### src/design/hkr_pkg.sv
// ----------------------------------------------------------------------------
// hkr_pkg
// Keyword codes, keyword ROM and sizing constants for the hashed keyword
// recognizer.
// ----------------------------------------------------------------------------
`default_nettype none

package hkr_pkg;

    localparam int          DEF_MAX_KEYWORD_LEN = 4;
    localparam int          TABLE_SLOTS         = 32;
    localparam int          SLOT_W              = $clog2(TABLE_SLOTS);
    localparam int          KW_CHARS            = 4;
    localparam int          KW_LEN_W            = 3;
    localparam logic [SLOT_W-1:0] HASH_START    = SLOT_W'(21);

    typedef enum logic [3:0] {
        KW_PLUS  = 4'd0,
        KW_MINUS = 4'd1,
        KW_STAR  = 4'd2,
        KW_SLASH = 4'd3,
        KW_SWAP  = 4'd4,
        KW_ROT   = 4'd5,
        KW_POP   = 4'd6,
        KW_DUP   = 4'd7,
        KW_DROP  = 4'd8,
        KW_NIP   = 4'd9,
        KW_IF    = 4'd10,
        KW_ELSE  = 4'd11,
        KW_DONE  = 4'd12
    } t_kw_code;

    typedef struct packed {
        logic [KW_LEN_W-1:0]       len;
        t_kw_code                  code;
        logic [KW_CHARS-1:0][7:0]  text;
    } t_kw_slot;

    function automatic t_kw_slot kw_entry(
        input logic [KW_LEN_W-1:0] len,
        input t_kw_code            code,
        input logic [7:0]          c0,
        input logic [7:0]          c1,
        input logic [7:0]          c2,
        input logic [7:0]          c3
    );
        t_kw_slot e;
        e.len     = len;
        e.code    = code;
        e.text[0] = c0;
        e.text[1] = c1;
        e.text[2] = c2;
        e.text[3] = c3;
        return e;
    endfunction

    function automatic t_kw_slot kw_rom(input logic [SLOT_W-1:0] slot);
        t_kw_slot e;
        unique case (slot)
            5'd0:    e = kw_entry(3'd3, KW_NIP,   "n", "i", "p", 8'h00);
            5'd2:    e = kw_entry(3'd3, KW_ROT,   "r", "o", "t", 8'h00);
            5'd4:    e = kw_entry(3'd4, KW_DROP,  "d", "r", "o", "p");
            5'd8:    e = kw_entry(3'd4, KW_SWAP,  "s", "w", "a", "p");
            5'd10:   e = kw_entry(3'd3, KW_DUP,   "d", "u", "p", 8'h00);
            5'd14:   e = kw_entry(3'd4, KW_ELSE,  "e", "l", "s", "e");
            5'd18:   e = kw_entry(3'd2, KW_IF,    "i", "f", 8'h00, 8'h00);
            5'd21:   e = kw_entry(3'd1, KW_STAR,  "*", 8'h00, 8'h00, 8'h00);
            5'd22:   e = kw_entry(3'd1, KW_PLUS,  "+", 8'h00, 8'h00, 8'h00);
            5'd23:   e = kw_entry(3'd4, KW_DONE,  "d", "o", "n", "e");
            5'd24:   e = kw_entry(3'd1, KW_MINUS, "-", 8'h00, 8'h00, 8'h00);
            5'd26:   e = kw_entry(3'd1, KW_SLASH, "/", 8'h00, 8'h00, 8'h00);
            5'd28:   e = kw_entry(3'd3, KW_POP,   "p", "o", "p", 8'h00);
            default: e = kw_entry(3'd0, KW_PLUS,  8'h00, 8'h00, 8'h00, 8'h00);
        endcase
        return e;
    endfunction

endpackage

`default_nettype wire

### src/design/hashed_keyword_recognizer_unit.sv
// ----------------------------------------------------------------------------
// hashed_keyword_recognizer_unit
// Hashes a token one character per transfer and looks the final hash up in a
// fixed keyword ROM, reporting the keyword code and a found flag.
// ----------------------------------------------------------------------------
//  Channel   Direction  Payload                          Transfers
//  s_axis    in         tdata: character, tlast: last    one per token char
//  m_axis    out        tdata: keyword_code, tuser: found one per token
//
//  One character per cycle when no result stalls; the hash, store update
//  and ROM compare sit between the input register and the result register.
//  A last character's result passes the input register, then the result register.
//  Reset clears the hash to 21, the length count to zero and both valids.
//  A stalled result holds only last characters; others keep flowing.
// ----------------------------------------------------------------------------
`default_nettype none

module hashed_keyword_recognizer_unit
    import hkr_pkg::*;
#(
    parameter int MAX_KEYWORD_LEN = DEF_MAX_KEYWORD_LEN
) (
    input  wire logic       i_clk,
    input  wire logic       i_rst_n,

    input  wire logic       i_s_axis_tvalid,
    output logic            o_s_axis_tready,
    input  wire logic [7:0] i_s_axis_tdata,   // [7:0] character
    input  wire logic       i_s_axis_tlast,   // last_char

    output logic            o_m_axis_tvalid,
    input  wire logic       i_m_axis_tready,
    output logic [7:0]      o_m_axis_tdata,   // [3:0] keyword_code, [7:4] zero
    output logic            o_m_axis_tuser    // found
);

    localparam int CW = $clog2(MAX_KEYWORD_LEN + 2);

    logic              r_in_valid;
    logic [7:0]        r_in_char;
    logic              r_in_last;

    logic [SLOT_W-1:0] r_hash;
    logic [CW-1:0]     r_count;
    logic [7:0]        r_store [MAX_KEYWORD_LEN];

    logic              r_out_valid;
    logic [3:0]        r_out_code;
    logic              r_out_found;

    logic              w_consume;
    logic [SLOT_W-1:0] n_hash;
    logic [CW-1:0]     n_count;
    logic [7:0]        w_cmp [KW_CHARS];
    t_kw_slot          w_slot;
    logic              w_hit;

    assign w_consume       = r_in_valid && (!r_in_last || !r_out_valid || i_m_axis_tready);
    assign o_s_axis_tready = !r_in_valid || w_consume;

    // h*31 + c keeps only the low bits, so it is c - h modulo the slot count
    assign n_hash  = r_in_char[SLOT_W-1:0] - r_hash;
    assign n_count = (r_count <= CW'(MAX_KEYWORD_LEN)) ? r_count + CW'(1) : r_count;
    assign w_slot  = kw_rom(n_hash);

    always_comb begin
        for (int i = 0; i < KW_CHARS; i++) begin
            w_cmp[i] = (r_count == CW'(i)) ? r_in_char : r_store[i];
        end
        w_hit = (w_slot.len != '0) && (CW'(w_slot.len) == n_count);
        for (int i = 0; i < KW_CHARS; i++) begin
            if ((KW_LEN_W'(i) < w_slot.len) && (w_cmp[i] != w_slot.text[i])) begin
                w_hit = 1'b0;
            end
        end
    end

    always_ff @(posedge i_clk) begin
        if (!i_rst_n) begin
            r_in_valid <= 1'b0;
        end else if (o_s_axis_tready) begin
            r_in_valid <= i_s_axis_tvalid;
        end
        if (o_s_axis_tready) begin
            r_in_char <= i_s_axis_tdata;
            r_in_last <= i_s_axis_tlast;
        end
    end

    always_ff @(posedge i_clk) begin
        if (!i_rst_n) begin
            r_hash  <= HASH_START;
            r_count <= '0;
        end else if (w_consume) begin
            if (r_in_last) begin
                r_hash  <= HASH_START;
                r_count <= '0;
            end else begin
                r_hash  <= n_hash;
                r_count <= n_count;
            end
        end
    end

    always_ff @(posedge i_clk) begin
        for (int i = 0; i < MAX_KEYWORD_LEN; i++) begin
            if (w_consume && !r_in_last && r_count == CW'(i)) begin
                r_store[i] <= r_in_char;
            end
        end
    end

    always_ff @(posedge i_clk) begin
        if (!i_rst_n) begin
            r_out_valid <= 1'b0;
        end else if (w_consume && r_in_last) begin
            r_out_valid <= 1'b1;
        end else if (i_m_axis_tready) begin
            r_out_valid <= 1'b0;
        end
        if (w_consume && r_in_last) begin
            r_out_code  <= w_hit ? w_slot.code : 4'd0;
            r_out_found <= w_hit;
        end
    end

    assign o_m_axis_tvalid = r_out_valid;
    assign o_m_axis_tdata  = {4'd0, r_out_code};
    assign o_m_axis_tuser  = r_out_found;

    a_count_bound: assert property (@(posedge i_clk) disable iff (!i_rst_n)
        r_count <= CW'(MAX_KEYWORD_LEN + 1))
        else $error("length count past saturation");

    a_last_gives_result: assert property (@(posedge i_clk) disable iff (!i_rst_n)
        (w_consume && r_in_last) |=> r_out_valid)
        else $error("last character produced no result");

    a_token_restart: assert property (@(posedge i_clk) disable iff (!i_rst_n)
        (w_consume && r_in_last) |=> (r_count == '0 && r_hash == HASH_START))
        else $error("token state not cleared after last character");

    a_miss_zero: assert property (@(posedge i_clk) disable iff (!i_rst_n)
        (r_out_valid && !r_out_found) |-> (r_out_code == 4'd0))
        else $error("miss result carries a nonzero code");

    a_code_range: assert property (@(posedge i_clk) disable iff (!i_rst_n)
        (r_out_valid && r_out_found) |-> (r_out_code <= KW_DONE))
        else $error("keyword code out of range");

endmodule

`default_nettype wire
### config.mk
export PLATFORM = sky130hd
export DESIGN_NAME = hashed_keyword_recognizer_unit
export DESIGN_NICKNAME = d
export VERILOG_FILES = /design/src/design/hkr_pkg.sv /design/src/design/hashed_keyword_recognizer_unit.sv
export SDC_FILE = /design/constraint.sdc
export NUM_CORES = 1
export LEC_CHECK = 0
export BUFFER_PORTS_ARGS = -buffer_cell sky130_fd_sc_hd__buf_4
export CORE_MARGIN = 5
export CORE_UTILIZATION = 43
export DETAILED_ROUTE_END_ITERATION = 8
export PLACE_DENSITY = 0.68
export SYNTH_ARGS = -nofsm -noshare
export SYNTH_HDL_FRONTEND = slang
export SYNTH_SLANG_ARGS = --single-unit
### constraint.sdc
create_clock -name i_clk -period 6.6 [get_ports i_clk]
set_input_delay 1.32 -clock i_clk [delete_from_list [all_inputs] [get_ports i_clk]]
set_output_delay 1.32 -clock i_clk [all_outputs]
set_load 0.01 [all_outputs]
# Word level (Yosys, flattened, before mapping)
# Memories as Yosys holds them, arrays and structs flattened.
# Index checks and enable logic that the tools add are counted.
# op_classes
multipliers,0
muxes,30
order_cmp,5
bitwise_logic,0
eq_ne,8
shift,0
div,0
n_reduce_logical,24
n_addsub,2
# ops
cell,count
$mux 8,7
$ne 8x8->1,4
$reduce_or 8->1,3
$mux 1,17
$logic_and 1x1->1,12
$eq 3x2->1 const B,2
$lt 1x3->1 const A,2
$lt 2x3->1 const A,2
$mux 2,3
$mux 3,2
$mux 5,1
$sub 5x5->5,1
$add 3x1->3 const B,1
$eq 3x1->1 const B,1
$eq 3x3->1,1
$le 3x3->1 const B,1
$logic_not 1->1,3
$logic_not 3->1,1
$logic_or 1x1->1,3
$reduce_bool 3->1,1
$reduce_bool 2->1,1
# word_totals
inputBits,13
register_bits,24
mem_count,2
word_cells,79
ramBits,32
latch_bits,0
rom_bits,1056
out_inout_bits,11
# memory_table
name,depth,word_bits,read_ports,rd_ports_with_merged_regs,wr,line,text
(no name shown),32,33,1,0,0,hkr_pkg.sv:59,unique case (slot)
r_store,4,8,4,0,1,hashed_keyword_recognizer_unit.sv:45,logic [7:0] r_store [MAX_KEYWORD_LEN];

# Logic depth before layout (Yosys ltp)
# Gate-level depths: netlist of run 1.
# depth
ltp_word,12
mapped_depth,15
mapped_depth_nobuf,14

# Worst setup path after synthesis of run 1
# OpenSTA, ideal clock, no wires.
# synth_timing
path_kind,register to register
from,register r_in_char[0]
to,register r_out_code[3] (data pin)
setup_time_ps,185
path_buffers,1
synth_period_minus_slack_ps,3499
arrival_time_ps,3315
t_required_ps,6415
stages_incl_launch_ff,15
path_slack_ps,3101
path_cell_list,edfxtp_1 -> inv_1 -> ha_1 -> inv_1 -> fa_1 -> inv_1 -> ha_1 -> clkbuf_1 -> inv_1 -> o221a_4 -> o21ai_1 -> nand4b_1 -> nor4_2 -> nand4b_2 -> a2111oi_4
# synth_between
elab_chain_cells,8
word_cells_on_any_way,25
cone_classes,add/sub (1); order compare (4); eq/ne (5); mux (8); reduce/logical (6); memory (1)
# synth_lines
element,line,text
start: declaration,hashed_keyword_recognizer_unit.sv:40,logic [7:0] r_in_char;
start signal: assignment,hashed_keyword_recognizer_unit.sv:85,r_in_char <= i_s_axis_tdata;
$sub 5x5->5,hashed_keyword_recognizer_unit.sv:62,assign n_hash = r_in_char[SLOT_W-1:0] - r_hash;
$mem_v2 32x33,n/a,
"$lt 1x3->1, or another cell as far along",hashed_keyword_recognizer_unit.sv:72,if ((KW_LEN_W'(i) < w_slot.len) && (w_cmp[i] != w_slot.text[i])) begin
$logic_and 1x1->1 (on tied branches),"hashed_keyword_recognizer_unit.sv:72, hashed_keyword_recognizer_unit.sv:70",
$mux 1 (4 in a row),hashed_keyword_recognizer_unit.sv:72,
end signal: assignment,hashed_keyword_recognizer_unit.sv:122,r_out_code <= w_hit ? w_slot.code : 4'd0;
end: declaration,hashed_keyword_recognizer_unit.sv:48,logic [3:0] r_out_code;
# Parallel ways exist; a longest one is shown, timed or not.
# A chain may end at the register's enable or synchronous reset.

# Final worst setup path of run 1
# Ends and elaborated chain as after synthesis.

==> results.yml, run 1 <==
logic_synthesis:
  synthMuxAreaShare: 0.0659
  ys.flop_type: "edfxtp_1"
  synth_top_area_frac: 0.353
  synth_cells: 395
  syn-cell-area_um2: 3910
  synth_compound_area_frac: 0.182
  synthTopCellsByArea: "edfxtp_1 (35%), dfxtp_1 (5.1%), mux2i_1 (4.9%)"
  synthAdderAreaFrac: 0.0467
  synth-edff-count: 46
  synth_top_family_by_area: "simple AND/OR/NAND/NOR gates"
  ys_seq_area_frac: 0.404
  yosysWarningCount: 0
  synthXorXnorAreaFrac: 0.0553
  synth-async-reset-ratio: 0
  yosys.area_share.simple: 0.187
  yosysTopAreaCell: "edfxtp_1"
  ys_seq_elements: 56
  ys_types: 76
  syn_avg_cell_area_um2: 9.90
status:
  status: "finished clean"
placed_design:
  place_hpwl_um: 7050
  place.gp.congestion: 0.981
  placed_area_um2: 4060
  io_buffers: 19
hold_path:
  hp-start: "r_hash[2]"
  hold_depth: 2
  hold_class: "reg -> reg"
route:
  drc: 0
  ant_nets: 0
  dr.first_iter.drc_count: 271
  vias_per_cell: 6.22
  wl_per_cell_um: 19.2
  drt_pass1_iterations: 6
  drt-total-wl_um: 9770
  vias: 3160
floorplan:
  dieArea_um2: 11100
  io_pins: 24
  start_util: 0.444
  rows: 34
  fp.coreArea_um2: 8810
  die_w_um: 105
  dieHeight_um: 105
grt:
  met3_usage: 0.0287
  grt_usage: 0.178
  met1_usage: 0.247
  grt_pass1_wl_um: 15900
  grt_use_met2: 0.286
  antenna_found_initial: 0
  top_usage_layer: "met2"
  grt_start_max_net_pins: 27
  grt_pass1_vias: 3003
  gr-total-overflow: 0
cts:
  clockBufferDepth: 2
  cts_buffers: 5
  clk_pin_slew_ps: 100
  clk_latency_ps: 310
  ctsHoldBuffers: 0
  htreeDepth: 2
  post_cts_resize_count: 0
  cts_tree: "yes"
  post_cts_buffers: 0
  cts_sinks: 56
  cts-root-buf: "clkbuf_8"
setup_path:
  critical_path_class: "reg -> reg"
  startpoint_type: "flip-flop"
  r2r-start: "r_in_char[0]"
  required_ps: 6730
  cpMostUsedCell: "inv_1"
  r2r.worst_path.cells: 12
  cp_slowest_cell: "xor2_2"
  cp.arrival_ps: 4470
  crit_fanout: 19
  end_kind: "flip-flop"
  startpoint: "r_in_char[0]"
  path_cells: "inv_1 > ha_1 > inv_1 > fa_1 > xor2_2 > nand2_1 > mux2i_1 > xnor2_1 > a31oi_1 > nor4_2 > nand4b_2 > a2111oi_4"
  slowest_delay_ps: 770
sta:
  fin_setup_tns_ps: 0
  setup_viol: 0
  fmax_mhz: 231
  fin_crit_ps: 4340
  min_period_over_period: 0.657
  tightestPinTransition_ps: 1030
  final-hold-violation-count: 0
  timing.final.max_slew_violations: 0
  skew_ps: 4.65
  grt_setup_unrepaired: "no"
  slew_headroom: 0.312
final_layout:
  utilization: 0.474
  diodes: 0
  area_growth_pct: 6.75
  postLayoutCellArea_um2: 4180
  nNetsFinal: 426
  drive_above_1_share: 0.138
pwr:
  power_leakage_nw: 1.54
  p_per_area_nw_per_um2: 223
  vdd_drop_max_v: 0.000160
job:
  maxCapViolations: 0
cell usage in the layout (no fill, tap or decap), types with 2 or more instances in the layout:
cell type / synthesis / final
mux2i_1: 19 / 19
xnor2_4: 2 / 2
o21ai_1: 2 / 2
o21a_1: 2 / 2
nand4_1: 4 / 4
xor2_1: 4 / 4
a31oi_1: 7 / 7
a221oi_1: 2 / 2
and3_1: 4 / 4
or3_1: 3 / 3
a21oi_1: 24 / 24
edfxtp_1: 46 / 46
nand2_1: 33 / 33
nor4_1: 2 / 2
xnor2_1: 10 / 10
clkbuf_8: 0 / 5
dfxtp_1: 10 / 10
nor3_1: 15 / 15
nor4_2: 2 / 2
a211oi_1: 2 / 2
buf_4: 6 / 22
nand4b_1: 2 / 2
nor2b_1: 8 / 8
ha_1: 13 / 13
nand3_1: 8 / 8
a32oi_1: 4 / 4
a211o_1: 6 / 6
nand2b_1: 4 / 4
and2_1: 5 / 5
conb_1: 1 / 4
o31a_1: 2 / 2
o21ai_0: 19 / 19
nor3b_1: 5 / 5
inv_1: 15 / 15
o22ai_1: 9 / 9
nor2_1: 30 / 30
mux2_2: 6 / 6
and4_1: 2 / 2
final timing paths:
path | slack, ps | end
setup / recovery | 2260 | r_out_code[3]
hold reg to reg | 520 | r_hash[2]
hold / removal | 520 | r_hash[2]
setup reg to reg | 2260 | r_out_code[3]
cells in the mapped netlist (5+ instances only):
cell,count
edfxtp_1,46
inv_1,15
buf_4,6
o22ai_1,9
dfxtp_1,10
and2_1,5
nor2_1,30
a211o_1,6
o21ai_0,19
nand3_1,8
xnor2_1,10
clkbuf_1,11
nor3_1,15
nand2_1,33
ha_1,13
a21oi_1,24
nor3b_1,5
mux2_2,6
a31oi_1,7
mux2i_1,19
nor2b_1,8
layout make-up:
| class | count | area (um^2) |
|---|---|---|
| Fill cell | 813 | 4630 |
| Multi-Input combinational cell | 298 | 2120 |
| Sequential cell | 56 | 1580 |
| Timing Repair Buffer | 22 | 165 |
| Tap cell | 108 | 135 |
| Clock buffer | 5 | 68.8 |
| Inverter | 16 | 60.1 |
| Clock inverter | 3 | 46.3 |
critical path: cells and delay by family, from the launching register on:
family	cells	cell delay, ps
and+or+nand+nor	3	1030
xor gates and xnor gates	2	930
adders and majority gates	2	620
DFF	1	530
AOI/OAI and AO/OA	2	490
muxes	1	330
buffers and inverters	2	200
cell families after synthesis:
logic type	count (synthesis)
multiplexers	25
adder cells (fa/ha/maj)	14
buffers and inverters	44
AND/OR/NAND/NOR	136
flip-flops	56
other	1
XOR/XNOR	18
AO/OA/AOI/OAI	101
stage by stage:
stage | setup WS [ps] | power [mW] | std cells | hold slack [ps]
5_1_grt | 2020 | 0.975 | 508 | 548
3_5_place_dp | 2390 | 0.703 | 500 | 496
6_report | 2260 | 0.930 | 508 | 524
2_1_floorplan | 3100 | 0.644 | 398 | 465
4_1_cts | 2350 | 0.926 | 508 | 520
3_3_place_gp | 2400 | 0.702 | 500 | 478
report_power, final:
group / switching (mW) / internal (mW) / leakage, nW
Sequential: 0.0123 / 0.390 / 0.510
Clock: 0.112 / 0.114 / 0.0548
Combinational: 0.190 / 0.111 / 0.975
Total: 0.314 / 0.615 / 1.54
registers in the layout, indices dropped and copies added (netlist names):
register and count:
r_hash 5, o_m_axis_tuser 1, r_out_code 4, o_m_axis_tvalid 1, r_in_char 8, r_in_last 1, r_count 3, r_store 32
r_in_valid 1
per-layer routing:
metal,routed length [um],share of wire,vias up
li1,-,-,1472
met5,0,0,-
met3,692,0.071,23
met2,4490,0.46,140
met1,4330,0.44,1525
met4,252,0.026,0
Note: power is estimated with default switching activity, not from simulation.
==> run 2: changes to the inputs <==
PLACE_DENSITY = 0.7   (was 0.68)
clock period = 3.9 ns   (was 6.6 ns; I/O delays follow)
==> run 2 against run 1 <==
  * Sequential cell count stayed put
  * Cell count is 4.5% higher
  * Clock skew is 8.8 ps higher
  * Sequential power increased by 67%
  * Final area is 4.1% higher
  * Wire length is 4.6% higher
  * Register-to-register slack got worse by 2100 ps
  * Critical path depth down 2
  * Die area unchanged
  * Via count rose by 3.8%
  * Largest cell class unchanged
  * Largest power group unchanged
==> results.yml, run 2 (synthesis results as in run 1) <==
status:
  status: "finished clean"
sta:
  whs_ps: 508
  setup_slack_ps: 203
  fin_crit_ps: 3700
  setup_viol: 0
  timing.final.max_slew_violations: 0
  min_period_over_period: 0.948
  grt_setup_unrepaired: "no"
  slew_headroom: 0.532
  skew_ps: 13.4
  fmax_mhz: 271
  final-hold-violation-count: 0
  fin_setup_tns_ps: 0
  tightestPinTransition_ps: 699
cts:
  cts_tree: "yes"
  cts_sinks: 56
  clk_pin_slew_ps: 110
  cts_buffers: 5
  clockBufferDepth: 2
  clk_latency_ps: 320
  cts-root-buf: "clkbuf_8"
  htreeDepth: 2
route:
  vias_per_cell: 6.18
  ant_nets: 0
  drt_pass1_iterations: 5
  vias: 3279
  drc: 0
  drt-total-wl_um: 10200
  dr.first_iter.drc_count: 274
  wl_per_cell_um: 19.2
final_layout:
  fillers: 805
  postLayoutCellArea_um2: 4350
  regArea_um2: 1580
  regMostFlops: "r_store"
  reg_top3: "r_store x32, r_in_char x8, r_hash x5"
  largest_reg_flops: 32
  area_growth_pct: 11.1
  nNetsFinal: 449
  multiInputGateArea_um2: 2140
  drive_above_1_share: 0.191
  final_cell_mix: "edfxtp_1 (46), buf_4 (45), nand2_1 (33)"
  final_cell_count_no_fill: 531
  utilization: 0.494
  diodes: 0
  mostFrequentLayoutCell: "edfxtp_1"
floorplan:
  io_pins: 24
  dieHeight_um: 105
  fp.coreArea_um2: 8810
  start_util: 0.444
  die_w_um: 105
  dieArea_um2: 11100
  rows: 34
placed_design:
  place.gp.congestion: 0.914
  io_buffers: 19
  post-place-ws_ps: 209
  placed_area_um2: 4230
  dp.cells: 522
  place_hpwl_um: 7690
grt:
  grt_usage: 0.183
  grt_start_max_net_pins: 20
  top_usage_layer: "met2"
  met3_usage: 0.0324
  grt_pass1_wl_um: 16200
  met1_usage: 0.251
  antenna_found_initial: 0
  grt_use_met2: 0.286
  grt_pass1_vias: 3030
  gr-total-overflow: 0
setup_path:
  r2r.worst_path.cells: 10
  reg2reg_setup_slack_ps: 200
  critical_path_class: "reg -> reg"
  cp.arrival_ps: 3830
  r2r-start: "r_in_char[2]"
  startpoint: "r_in_char[2]"
  crit_end: "r_out_code[3]"
  end_kind: "flip-flop"
  r2r-end: "r_out_code[3]"
  crit_fanout: 19
  startpoint_type: "flip-flop"
  required_ps: 4030
pwr:
  p_total_mw: 1.58
  vdd_drop_max_v: 0.000218
  power_leakage_nw: 1.64
  p_per_area_nw_per_um2: 363
hold_path:
  hold_class: "reg -> reg"
job:
  maxCapViolations: 0
[run 2: cell types whose count changed in the layout (fill, tap and decap cells not counted), sizes merged]
cell / before / now
bufinv: 1 / 0
buf: 22 / 45
clkinvlp: 1 / 2
[run 2: how the worst min path moves through the flow]
stage,slack (ps),to,start,depth (start not counted)
after floorplan,460,r_hash[2],r_hash[2],2
after global placement,490,r_hash[2],r_hash[2],2
after detailed placement,480,r_hash[2],r_hash[2],2
after CTS,510,r_hash[2],r_hash[2],2
after global routing,550,r_hash[2],r_hash[2],2
final,510,r_hash[2],r_hash[2],2
[run 2: power by group]
group          leakage, nW  internal [mW]  switching, mW
Sequential           0.510          0.659         0.0131
Clock               0.0423          0.131          0.208
Combinational         1.09          0.227          0.341
[run 2: area by class of cell]
class	instances	area share
clock buffers	5	0.0158
flip-flops and latches	56	0.364
clock inverters	3	0.00604
well taps	108	0.0311
repair buffers	45	0.0777
inverters	16	0.0138
multi-input cells	298	0.492
[run 2: routing by layer]
metal | up-vias | routed length [um]
li1 | 1525 | -
met4 | 0 | 376
met3 | 32 | 793
met2 | 180 | 4740
met5 | - | 0
met1 | 1542 | 4300
[run 2: critical path: stages (launching register included)]
cell       delay, ps
edfxtp_1         450
ha_1             470
nor2_1           100
a21o_1           320
xnor2_4          560
nor2_1           170
o31a_1           310
o32a_1           330
a21oi_1          170
a41oi_2          290
a2111oi_4        330
[run 2: timing repair]
| item | in CTS | in global routing |
|---|---|---|
| hold buffers | 0 | 0 |
| setup endpoints to repair | 0 | 5 |
| resized for setup | 0 | 4 |
| buffers inserted | 0 | 1 |
